[src/lfp_pkg.sv]
// lfp_pkg: shared constants for the length prefixed frame parser
// record kinds, error codes, register indexes and register reset values
// no dependencies
package lfp_pkg;

   localparam int BYTE_W      = 8;
   localparam int KIND_W      = 2;
   localparam int FTYPE_W     = 2;
   localparam int ID_W        = 64;
   localparam int LEN_W       = 32;
   localparam int ERR_W       = 3;
   localparam int MAGIC_W     = 16;
   localparam int VER_W       = 8;
   localparam int HCOUNT_W    = 4;
   localparam int CSR_INDEX_W = 2;
   localparam int CSR_DATA_W  = 32;

   typedef logic [KIND_W-1:0] kind_type;
   typedef logic [ERR_W-1:0] err_type;
   typedef logic [CSR_INDEX_W-1:0] csr_index_type;

   localparam kind_type KIND_HEADER = 2'd0;
   localparam kind_type KIND_BODY   = 2'd1;
   localparam kind_type KIND_ERROR  = 2'd2;

   localparam err_type ERR_NONE    = 3'd0;
   localparam err_type ERR_MAGIC   = 3'd1;
   localparam err_type ERR_VERSION = 3'd2;
   localparam err_type ERR_LENGTH  = 3'd3;
   localparam err_type ERR_TYPE    = 3'd4;

   localparam csr_index_type CSR_MAGIC   = 2'd0;
   localparam csr_index_type CSR_VERSION = 2'd1;
   localparam csr_index_type CSR_MAX_LEN = 2'd2;

   localparam logic [MAGIC_W-1:0] MAGIC_RESET   = 16'h0000;
   localparam logic [VER_W-1:0]   VERSION_RESET = 8'd1;
   localparam logic [LEN_W-1:0]   MAX_LEN_RESET = 32'd65536;

   // header byte positions
   localparam logic [HCOUNT_W-1:0] HDR_WORD_END = 4'd8;
   localparam logic [HCOUNT_W-1:0] HDR_LAST     = 4'd15;

   localparam logic [BYTE_W-1:0] FTYPE_MIN = 8'd1;
   localparam logic [BYTE_W-1:0] FTYPE_MAX = 8'd3;

endpackage

[src/length_prefixed_frame_parser_top.sv]
// length_prefixed_frame_parser_top: byte stream deframer with a 16-byte header
// depends on lfp_pkg
//
//   channel  ports      direction  per item
//   req      req_*      in         one stream byte
//   rsp      rsp_*      out        header record, body byte or error record
//   csr      csr_*      in         register write, no wait
//
// one byte is accepted per clock while ready; each byte updates the parse state
// and, where it yields a record, loads the result register in the same cycle
// reset clears the parse state and registers to their defaults, hunting a header
// req_ready drops only while a held record is not taken on rsp
module length_prefixed_frame_parser_top (
   input  logic                                clock,
   input  logic                                reset,
   input  logic                                req_valid,
   output logic                                req_ready,
   input  logic [lfp_pkg::BYTE_W-1:0]          req_byte_in,
   output logic                                rsp_valid,
   input  logic                                rsp_ready,
   output logic [lfp_pkg::KIND_W-1:0]          rsp_record_kind,
   output logic [lfp_pkg::FTYPE_W-1:0]         rsp_frame_type,
   output logic [lfp_pkg::ID_W-1:0]            rsp_frame_id,
   output logic [lfp_pkg::LEN_W-1:0]           rsp_body_length,
   output logic [lfp_pkg::BYTE_W-1:0]          rsp_data_byte,
   output logic [lfp_pkg::ERR_W-1:0]           rsp_error_code,
   output logic                                rsp_last,
   input  logic                                csr_we,
   input  logic [lfp_pkg::CSR_INDEX_W-1:0]     csr_index,
   input  logic [lfp_pkg::CSR_DATA_W-1:0]      csr_wdata
);
   import lfp_pkg::*;

   logic [MAGIC_W-1:0]  magic_ff;
   logic [VER_W-1:0]    version_ff;
   logic [LEN_W-1:0]    max_len_ff;

   logic [HCOUNT_W-1:0] header_count_ff, header_count_in;
   logic [ID_W-1:0]     header_word_ff, header_word_in;
   logic [ID_W-9:0]     id_word_ff, id_word_in;
   logic                in_body_ff, in_body_in;
   logic [LEN_W-1:0]    body_remaining_ff, body_remaining_in;

   logic                rsp_valid_ff, rsp_valid_in;
   kind_type            kind_ff, kind_in;
   logic [FTYPE_W-1:0]  ftype_ff, ftype_in;
   logic [ID_W-1:0]     id_ff, id_in;
   logic [LEN_W-1:0]    len_ff, len_in;
   logic [BYTE_W-1:0]   data_ff, data_in;
   err_type             err_ff, err_in;
   logic                last_ff, last_in;

   logic                accept;
   logic                emit;
   logic [LEN_W-1:0]    remaining_dec;
   logic [MAGIC_W-1:0]  hdr_magic;
   logic [VER_W-1:0]    hdr_version;
   logic [BYTE_W-1:0]   hdr_ftype;
   logic [LEN_W-1:0]    hdr_len;
   err_type             hdr_err;

   assign req_ready = !rsp_valid_ff || rsp_ready;
   assign accept    = req_valid && req_ready;

   assign remaining_dec = body_remaining_ff - LEN_W'(1);
   assign hdr_magic     = header_word_ff[ID_W-1 -: MAGIC_W];
   assign hdr_version   = header_word_ff[ID_W-MAGIC_W-1 -: VER_W];
   assign hdr_ftype     = header_word_ff[LEN_W+BYTE_W-1 -: BYTE_W];
   assign hdr_len       = header_word_ff[LEN_W-1:0];

   // first failing check wins
   always_comb begin
      priority if (hdr_magic != magic_ff) begin
         hdr_err = ERR_MAGIC;
      end else if (hdr_version != version_ff) begin
         hdr_err = ERR_VERSION;
      end else if (hdr_len > max_len_ff) begin
         hdr_err = ERR_LENGTH;
      end else if (hdr_ftype < FTYPE_MIN || hdr_ftype > FTYPE_MAX) begin
         hdr_err = ERR_TYPE;
      end else begin
         hdr_err = ERR_NONE;
      end
   end

   always_comb begin
      header_count_in   = header_count_ff;
      header_word_in    = header_word_ff;
      id_word_in        = id_word_ff;
      in_body_in        = in_body_ff;
      body_remaining_in = body_remaining_ff;
      emit     = 1'b0;
      kind_in  = KIND_BODY;
      ftype_in = '0;
      id_in    = '0;
      len_in   = '0;
      data_in  = '0;
      err_in   = ERR_NONE;
      last_in  = 1'b0;
      if (accept) begin
         priority if (in_body_ff) begin
            emit              = 1'b1;
            body_remaining_in = remaining_dec;
            data_in           = req_byte_in;
            last_in           = (remaining_dec == '0);
            if (remaining_dec == '0) begin
               in_body_in      = 1'b0;
               header_count_in = '0;
            end
         end else if (header_count_ff < HDR_WORD_END) begin
            header_word_in  = {header_word_ff[ID_W-BYTE_W-1:0], req_byte_in};
            header_count_in = header_count_ff + HCOUNT_W'(1);
         end else if (header_count_ff < HDR_LAST) begin
            id_word_in      = {id_word_ff[ID_W-2*BYTE_W-1:0], req_byte_in};
            header_count_in = header_count_ff + HCOUNT_W'(1);
         end else begin
            // header complete
            emit            = 1'b1;
            header_count_in = '0;
            if (hdr_err != ERR_NONE) begin
               kind_in = KIND_ERROR;
               err_in  = hdr_err;
            end else begin
               kind_in  = KIND_HEADER;
               ftype_in = hdr_ftype[FTYPE_W-1:0];
               id_in    = {id_word_ff, req_byte_in};
               len_in   = hdr_len;
               last_in  = (hdr_len == '0);
               if (hdr_len != '0) begin
                  in_body_in        = 1'b1;
                  body_remaining_in = hdr_len;
               end
            end
         end
      end
   end

   always_comb begin
      rsp_valid_in = rsp_valid_ff;
      if (emit) begin
         rsp_valid_in = 1'b1;
      end else if (rsp_ready) begin
         rsp_valid_in = 1'b0;
      end
   end

   always_ff @(posedge clock) begin
      if (reset) begin
         magic_ff          <= MAGIC_RESET;
         version_ff        <= VERSION_RESET;
         max_len_ff        <= MAX_LEN_RESET;
         header_count_ff   <= '0;
         header_word_ff    <= '0;
         id_word_ff        <= '0;
         in_body_ff        <= 1'b0;
         body_remaining_ff <= '0;
         rsp_valid_ff      <= 1'b0;
      end else begin
         header_count_ff   <= header_count_in;
         header_word_ff    <= header_word_in;
         id_word_ff        <= id_word_in;
         in_body_ff        <= in_body_in;
         body_remaining_ff <= body_remaining_in;
         rsp_valid_ff      <= rsp_valid_in;
         if (csr_we) begin
            unique case (csr_index)
               CSR_MAGIC:   magic_ff   <= csr_wdata[MAGIC_W-1:0];
               CSR_VERSION: version_ff <= csr_wdata[VER_W-1:0];
               CSR_MAX_LEN: max_len_ff <= csr_wdata[LEN_W-1:0];
               default: ;
            endcase
         end
      end
   end

   always_ff @(posedge clock) begin
      if (emit) begin
         kind_ff  <= kind_in;
         ftype_ff <= ftype_in;
         id_ff    <= id_in;
         len_ff   <= len_in;
         data_ff  <= data_in;
         err_ff   <= err_in;
         last_ff  <= last_in;
      end
   end

   assign rsp_valid       = rsp_valid_ff;
   assign rsp_record_kind = kind_ff;
   assign rsp_frame_type  = ftype_ff;
   assign rsp_frame_id    = id_ff;
   assign rsp_body_length = len_ff;
   assign rsp_data_byte   = data_ff;
   assign rsp_error_code  = err_ff;
   assign rsp_last        = last_ff;

   a_body_count_zero: assert property (@(posedge clock) disable iff (reset)
      in_body_ff |-> header_count_ff == '0)
      else $error("header count not zero during body");

   a_body_remaining: assert property (@(posedge clock) disable iff (reset)
      in_body_ff |-> body_remaining_ff != '0)
      else $error("body active with nothing remaining");

   a_stall_blocks: assert property (@(posedge clock) disable iff (reset)
      (rsp_valid_ff && !rsp_ready) |-> !req_ready)
      else $error("item accepted while held record not taken");

   a_error_not_last: assert property (@(posedge clock) disable iff (reset)
      (rsp_valid_ff && kind_ff == KIND_ERROR) |-> (!last_ff && err_ff != ERR_NONE))
      else $error("malformed error record");

endmodule

[config.mk]
export PLATFORM = sky130hd
export DESIGN_NAME = length_prefixed_frame_parser_top
export DESIGN_NICKNAME = d
export VERILOG_FILES = /design/src/lfp_pkg.sv /design/src/length_prefixed_frame_parser_top.sv
export SDC_FILE = /design/constraint.sdc
export NUM_CORES = 1
export LEC_CHECK = 0
export BUFFER_PORTS_ARGS = -buffer_cell sky130_fd_sc_hd__buf_2
export CAP_MARGIN = 30
export CORE_AREA = 2 2 159 161
export DETAILED_ROUTE_END_ITERATION = 6
export DIE_AREA = 0 0 161 163
export PLACE_DENSITY_LB_ADDON = 0.05
export SLEW_MARGIN = 30
export SYNTH_ARGS = -nofsm -noshare
export SYNTH_HDL_FRONTEND = slang
export SYNTH_SLANG_ARGS = --single-unit
[constraint.sdc]
create_clock -name clock -period 5.5 [get_ports clock]
set_input_delay 1.375 -clock clock [delete_from_list [all_inputs] [get_ports clock]]
set_output_delay 1.375 -clock clock [all_outputs]
set_load 0.01 [all_outputs]
==> metrics.cfg, run 1 <==
[setup_path]
timing.rr.end = rsp_frame_id[21]$_SDFFCE_PP0P_
worstSetupPathType = input pin to register
start_kind = input pin
crit_fanout = 29
cp_cell_sequence = buf_2 -> nand2b_1 -> nand2_1 -> buf_4 -> or4_1 -> or4_1 -> nor4_2 -> a31oi_1 -> or4_1 -> a21oi_1
worstPathArrival_ns = 3.92
cp-end-kind = register
reg2reg_slack_ns = 2.05
crit_top_cell = or4_1
reg2reg_depth = 10
required_ns = 5.93
cp_slowest_stage_delay_ns = 0.53
worst_path_max_delay_cell = or4_1
r2r_start = header_word_ff[23]$_SDFFE_PP0P_

[yosys]
synth_top_area_frac = 0.301
synthFlopType = dfxtp_1
syn_nets = 1637
ys_types = 67
synthArstFlopShare = 0
synth.most_common_cell = nand2_1
synth.avg_cell_area_um2 = 9.14
synthTopCellsByArea = dfxtp_1 30%, edfxtp_1 24%, nand2_1 10%
synth_compound_area_frac = 0.122
ys_warn_count = 0
synth_adder_area_share = 0.0308
synth-edff-count = 112
ys_ff_latch = 326
synthSimpleGateAreaFrac = 0.232
synthMuxAreaShare = 0.0172
synth_top_family_by_area = simple AND/OR/NAND/NOR gates
netlist_top_cells_count = 380 x nand2_1, 222 x a21oi_1, 214 x dfxtp_1, 112 x edfxtp_1, 100 x and2_1
yosysSeqAreaShare = 0.538
synth_xor_area_frac = 0.0216
synth_area_mm2 = 0.0142
synthCells = 1555
synth_top_cell_by_area = dfxtp_1

[timing]
rsz0062_at_grt = false
skew_ns = 0.0147
hold_viol_final = 0
tns_ns = 0
tightestPinTransition_ns = 0.922
slew_violations = 0
finalSetupViolCount = 0
period_share = 0.635
timing.slew.headroom = 0.385
fmax_mhz = 286
fin_crit_ns = 3.49

[drt]
final_antenna_net_count = 0
drcViolationCount = 0
wirelength_mm = 35.8
routedWlPerCell_um = 17.8
drt_iter0_drc = 1142
dr.pass1.iters = 5
vias_per_cell = 5.65
vias = 11400

[cells_and_area]
fin_nets = 1743
fin_area_mm2 = 0.0163
n_antenna_cell = 0
fin_cells = 2017
syn2layout_area_growth_pct = 14.5
drive_gt1_frac = 0.148
n_fill_cell = 2050

[worst_hold_path]
hold_depth = 2
min_from = max_len_ff[22]$_SDFFE_PP0P_
hold_end = max_len_ff[22]$_SDFFE_PP0P_
hold_class = register to register

[power]
p_per_area_mw_per_mm2 = 304
net-switching-power_w = 0.00109
peakVddDrop_uv = 253
power_frac_comb = 0.040
internal_power_w = 0.00386
p_leak_nw = 6.56
clock_power_share = 0.450
switching_share = 0.220
seq_power_share = 0.510

[clock_tree]
clock_latency_ns = 0.51
htree_levels = 2
cts.clk_slew.worst_paths_ns = 0.06
cts_sinks = 326
cts_tree = done
cts_setup_buffers = 0
cts_root_buffer = clkbuf_16
cts_made_buffers = 35
post_cts_resized = 0
clockBufferDepth = 3
cts_hold_buffers = 0

[global_routing]
grt_max_degree = 130
antenna_found_initial = 0
gr-usage-all-layers = 0.267
grt_pass1_wl_mm = 55.7
grt.overflow.total = 0
grt_pass1_vias = 10200

[die]
rows = 58
die_w_um = 161
die_area_mm2 = 0.0262
core_mm2 = 0.0247
initial_core_util = 0.576
die_y_um = 163
io_pins = 161

[run]
drv_cap = 0

[placement]
place_hpwl_mm = 23.3
io_buffers = 160
place_area_mm2 = 0.0152
place_congestion = 0.875
place_inst = 1954

[run_status]
outcome = finished, final reports clean

power by group through the flow:
stage | Sequential (W) | Combinational [W] | Clock (W)
floorplan | 0.00256 | 0.000133 | 0
global placement | 0.00257 | 0.000190 | 0
detailed placement | 0.00258 | 0.000195 | 0
CTS | 0.00252 | 0.000197 | 0.00225
global route | 0.00252 | 0.000220 | 0.00235
finish | 0.00252 | 0.000198 | 0.00223
cells by family after synthesis:
logic type | count (synthesis)
simple gates | 689
flops | 326
compound gates | 303
buf+inv | 143
xor+xnor | 35
fa+ha+maj | 35
mux | 24
stage by stage:
stage / total power (W) / utilization / hold WS, ns / worst slack [ns]
2_1_floorplan: 0.00270 / - / 0.432 / 0.536
3_5_place_dp: 0.00277 / 0.616 / 0.446 / 1.51
5_1_grt: 0.00510 / 0.660 / 0.472 / 1.87
3_3_place_gp: 0.00277 / 0.615 / 0.437 / 1.57
4_1_cts: 0.00497 / 0.660 / 0.454 / 2.03
6_report: 0.00495 / 0.660 / 0.452 / 2.01
cell usage in the layout, fill, tap and decap left out, types with 9 or more instances in the layout:
cell | Yosys | final
nand2_1 | 380 | 380
a21oi_1 | 222 | 222
dfxtp_1 | 214 | 214
buf_2 | 8 | 159
edfxtp_1 | 112 | 112
and2_1 | 100 | 100
nor2_1 | 46 | 45
inv_1 | 38 | 37
ha_1 | 35 | 35
clkbuf_16 | 0 | 35
nor3_1 | 24 | 23
nand3_1 | 23 | 22
mux2i_1 | 21 | 21
nor4_1 | 20 | 20
nand4_1 | 19 | 19
xor2_1 | 19 | 19
xnor2_1 | 16 | 16
o21ai_0 | 12 | 12
clkbuf_1 | 86 | 12
or3_1 | 12 | 11
a31oi_1 | 11 | 11
a221oi_1 | 10 | 10
buf_4 | 0 | 10
and3_1 | 10 | 9
clkbuf_8 | 0 | 9
worst max-delay path by stage:
stage          slack (ns)                             from                               end  cells past startpoint
6_report             2.01                        rsp_ready   header_count_ff[0]$_SDFFE_PP0P_                     10
5_1_grt              1.87  header_word_ff[23]$_SDFFE_PP0P_    rsp_frame_id[21]$_SDFFCE_PP0P_                     10
3_3_place_gp         1.57                        rsp_ready   header_count_ff[0]$_SDFFE_PP0P_                     10
3_5_place_dp         1.51                        rsp_ready   header_count_ff[0]$_SDFFE_PP0P_                     10
4_1_cts              2.03                        rsp_ready   header_count_ff[0]$_SDFFE_PP0P_                     10
2_1_floorplan        0.54                        rsp_ready  rsp_body_length[0]$_SDFFCE_PP0P_                      6
cell type report:
| cell class | count | area (um^2) | area share |
|---|---|---|---|
| flip-flops and latches | 326 | 7650 | 0.470 |
| multi-input cells | 1086 | 6050 | 0.371 |
| clock buffers | 55 | 1030 | 0.0633 |
| clock inverters | 8 | 53.8 | 0.00330 |
| repair buffers | 173 | 940 | 0.0577 |
| well taps | 330 | 413 | 0.0254 |
| inverters | 39 | 149 | 0.00915 |
state kept, by name (all words and copies together), names as in the netlist:
register / count
header_word_ff: 64
magic_ff: 16
rsp_record_kind: 2
body_remaining_ff: 32
rsp_frame_id: 64
in_body_ff: 1
header_count_ff: 4
rsp_data_byte: 8
version_ff: 8
rsp_body_length: 32
id_word_ff: 56
rsp_error_code: 3
rsp_valid: 1
rsp_frame_type: 2
rsp_last: 1
max_len_ff: 32
worst max-delay path: cells and delay by family:
family          cells  cell delay, ns
simple gates        6            1.86
buf+inv             2            0.30
compound gates      2            0.37
routing by layer:
metal  global-route usage  part of all wire  up-vias
li1                     -                 -     5585
met1                0.399              0.46     5342
met2                0.397              0.44      407
met3               0.0415             0.070       67
met4               0.0889             0.030        0
met5                    0                 0        -
Power figures use the tool's default switching activity.
==> run 2: changes to the inputs <==
Settings changed: ABC_AREA from default to 1, CORE_AREA 2 2 159 161 to 2 2 168 170, DIE_AREA 0 0 161 163 to 0 0 170 172.
Clock period 5.5 ns to 3.2 ns, I/O delays scaled along.
==> metrics.cfg, run 2 <==
[run_status]
outcome = finished, final reports clean  ; unchanged

[placement]
place_hpwl_mm = 26.5  ; was 23.3 mm
io_buffers = 160  ; unchanged
place_congestion = 0.934  ; was 0.875

[timing]
tightestPinTransition_ns = 0.567  ; was 0.922 ns
timing.hold.ws_ns = 0.464  ; was 0.452 ns
finalSetupViolCount = 0  ; unchanged
slew_violations = 0  ; unchanged
fmax_mhz = 356
hold_viol_final = 0  ; unchanged
tns_ns = 0  ; unchanged
skew_ns = 0.0241  ; was 0.0147 ns
rsz0062_at_grt = false  ; unchanged
timing.slew.headroom = 0.622  ; was 0.385
period_share = 0.877
fin_crit_ns = 2.81

[global_routing]
grt_util_met1 = 0.356  ; was 0.399
top_usage_layer = met2  ; was met1
grt.overflow.total = 0  ; unchanged
antenna_found_initial = 0  ; unchanged
grt_pass1_wl_mm = 59.4  ; was 55.7 mm
gr-usage-all-layers = 0.257  ; was 0.267
grt_max_degree = 113  ; was 130
grt_pass1_vias = 11400  ; was 10200
met3_usage = 0.0380  ; was 0.0415
met2_usage = 0.424  ; was 0.397

[yosys]
ys_warn_count = 0  ; unchanged
synthArstFlopShare = 0  ; unchanged
synth.avg_cell_area_um2 = 8.05  ; was 9.14 um^2
synthFlopType = dfxtp_1  ; unchanged
ys_types = 40  ; was 67
netlist_top_cells_count = 344 x nor2_1, 230 x nand2_1, 216 x inv_1, 214 x dfxtp_1, 199 x o21ai_0  ; was 380 x nand2_1, 222 x a21oi_1, 214 x dfxtp_1, 112 x edfxtp_1, 100 x and2_1
synth-edff-count = 112  ; unchanged
synth_top_family_by_area = simple AND/OR/NAND/NOR gates  ; unchanged
synth_adder_area_share = 0.0304  ; was 0.0308
synth_top_cell_by_area = dfxtp_1  ; unchanged
yosysSeqAreaShare = 0.530  ; was 0.538
synthTopCellsByArea = dfxtp_1 30%, edfxtp_1 23%, nor2_1 9.0%  ; was dfxtp_1 30%, edfxtp_1 24%, nand2_1 10%
syn_nets = 1874  ; was 1637
synth_top_area_frac = 0.297  ; was 0.301
synth_compound_area_frac = 0.134  ; was 0.122
synth_area_mm2 = 0.0144  ; was 0.0142 mm^2
synthCells = 1792  ; was 1555
synth_xor_area_frac = 0.0121  ; was 0.0216
ys_ff_latch = 326  ; unchanged
synthMuxAreaShare = 0  ; was 0.0172
synth.most_common_cell = nor2_1  ; was nand2_1
synthSimpleGateAreaFrac = 0.212  ; was 0.232

[drt]
routedWlPerCell_um = 16.3  ; was 17.8 um
wirelength_mm = 37.6  ; was 35.8 mm
drt_iter0_drc = 907  ; was 1142
drcViolationCount = 0  ; unchanged
final_antenna_net_count = 0  ; unchanged
vias = 12100  ; was 11400
vias_per_cell = 5.25  ; was 5.65
dr.pass1.iters = 5  ; unchanged

[setup_path]
cp_top_family = simple AND/OR/NAND/NOR gates  ; unchanged
start_kind = register  ; was input pin
required_ns = 3.56  ; was 5.93 ns
cp_cell_sequence = inv_1 -> ha_1 -> nand2_1 -> nor2_1 -> nor3b_2 -> nor3b_2 -> nand4_2 -> a21oi_2 -> nand3_4 -> buf_4 -> nor2_1  ; was buf_2 -> nand2b_1 -> nand2_1 -> buf_4 -> or4_1 -> or4_1 -> nor4_2 -> a31oi_1 -> or4_1 -> a21oi_1
crit_fanout = 23  ; was 29
worstSetupPathType = register to register  ; was input pin to register
worstPathArrival_ns = 3.17  ; was 3.92 ns
path_buf_inv = 2  ; unchanged
worst_path_max_delay_cell = nand3_4  ; was or4_1
cp_slowest_stage_delay_ns = 0.36  ; was 0.53 ns
cp-end-kind = register  ; unchanged

[cells_and_area]
final_common_cell = nor2_1  ; was nand2_1
final_cell_mix = 342 x nor2_1, 228 x nand2_1, 216 x inv_1  ; was 380 x nand2_1, 222 x a21oi_1, 214 x dfxtp_1
n_antenna_cell = 0  ; unchanged
syn2layout_area_growth_pct = 16.5  ; was 14.5%
n_fill_cell = 2535  ; was 2050
drive_gt1_frac = 0.142  ; was 0.148
fin_nets = 2010  ; was 1743

[die]
die_y_um = 172  ; was 163 um
die_area_mm2 = 0.0292  ; was 0.0262 mm^2
initial_core_util = 0.525  ; was 0.576
rows = 61  ; was 58
die_w_um = 170  ; was 161 um
core_mm2 = 0.0275  ; was 0.0247 mm^2
io_pins = 161  ; unchanged

[clock_tree]
clock_latency_ns = 0.52  ; was 0.51 ns
cts.clk_slew.worst_paths_ns = 0.06  ; about the same
cts_tree = done  ; unchanged
clockBufferDepth = 3  ; unchanged
cts_sinks = 326  ; unchanged
cts_setup_buffers = 0  ; unchanged
cts_hold_buffers = 0  ; unchanged
htree_levels = 2  ; unchanged
cts_made_buffers = 36  ; was 35
post_cts_resized = 0  ; unchanged
cts_root_buffer = clkbuf_16  ; unchanged

[power]
internal_power_w = 0.00724  ; was 0.00386 W
p_per_area_mw_per_mm2 = 560  ; was 304 mW/mm^2
seq_power_share = 0.476  ; was 0.510
net-switching-power_w = 0.00218  ; was 0.00109 W
switching_share = 0.231  ; was 0.220
power_frac_comb = 0.072  ; was 0.040
p_leak_nw = 7.07  ; was 6.56 nW
peakVddDrop_uv = 404  ; was 253 uV
clock_power_share = 0.453  ; was 0.450

[run]
drv_cap = 0  ; unchanged

[worst_hold_path]
hold_class = register to register  ; unchanged

run 2: cell count changes in the layout (fill, tap and decap cells not counted), moves of 35 or more:
| cell | previous run | this run |
|---|---|---|
| nand3_1 | 22 | 57 |
| nor2_1 | 45 | 342 |
| a21oi_1 | 222 | 180 |
| and2_1 | 100 | 0 |
| inv_1 | 37 | 216 |
| nand2_1 | 380 | 228 |
| o21ai_0 | 12 | 199 |
run 2: layout make-up:
type | count | area [um^2] | area share
Sequential cell | 326 | 7650 | 0.455
Clock inverter | 9 | 161 | 0.00960
Inverter | 220 | 828 | 0.0493
Multi-Input combinational cell | 1164 | 5650 | 0.336
Timing Repair Buffer | 180 | 1030 | 0.0611
Clock buffer | 54 | 1060 | 0.0631
Tap cell | 346 | 433 | 0.0258
run 2: per-stage QoR:
step | utilization | total power (W) | std cells | worst slack (ns) | area (um^2)
3_5_place_dp | 0.567 | 0.00523 | 2236 | 0.376 | 15600
6_report | 0.612 | 0.00941 | 2299 | 0.393 | 16800
4_1_cts | 0.612 | 0.00948 | 2299 | 0.397 | 16800
2_1_floorplan | - | 0.00501 | 1792 | 0.0321 | 14400
3_3_place_gp | 0.567 | 0.00522 | 2236 | 0.475 | 15600
5_1_grt | 0.612 | 0.00975 | 2299 | 0.114 | 16800
run 2: final timing paths:
path                                                  start                           endpoint  slack (ns)  cells after the start
worst max-delay path            max_len_ff[31]$_SDFFE_PP0P_  rsp_body_length[21]$_SDFFCE_PP0P_        0.39                     11
worst min-delay path            max_len_ff[21]$_SDFFE_PP0P_        max_len_ff[21]$_SDFFE_PP0P_        0.46                      2
worst max register to register  max_len_ff[31]$_SDFFE_PP0P_  rsp_body_length[21]$_SDFFCE_PP0P_        0.39                     11
worst min register to register  max_len_ff[21]$_SDFFE_PP0P_        max_len_ff[21]$_SDFFE_PP0P_        0.46                      2
run 2: worst reg2reg max path, delay by kind of cell (launching register included):
| family | cells | cell delay [ns] |
|---|---|---|
| buffers and inverters | 2 | 0.39 |
| and+or+nand+nor | 7 | 1.36 |
| AOI/OAI and AO/OA | 1 | 0.31 |
| DFF | 1 | 0.31 |
| adders and majority gates | 1 | 0.29 |
run 2: kinds of logic (layout without fill, tap and decap cells):
group / after synthesis / in the layout
and+or+nand+nor: 724 / 724
AOI/OAI and AO/OA: 385 / 385
buffers and inverters: 302 / 463
xor gates and xnor gates: 20 / 20
DFF: 326 / 326
adders and majority gates: 35 / 35
run 2: metal layers:
layer,routed length (um),part of all wire
met4,825,0.022
met3,2120,0.056
met1,17100,0.45
met2,17500,0.47
met5,0,0
run 2: power by group through the flow:
stage | logic, W | clock network (W) | registers, W
finish | 0.000675 | 0.00426 | 0.00448
global route | 0.000773 | 0.00449 | 0.00449
CTS | 0.000675 | 0.00433 | 0.00448
detailed placement | 0.000668 | 0 | 0.00457
global placement | 0.000656 | 0 | 0.00456
floorplan | 0.000473 | 0 | 0.00453
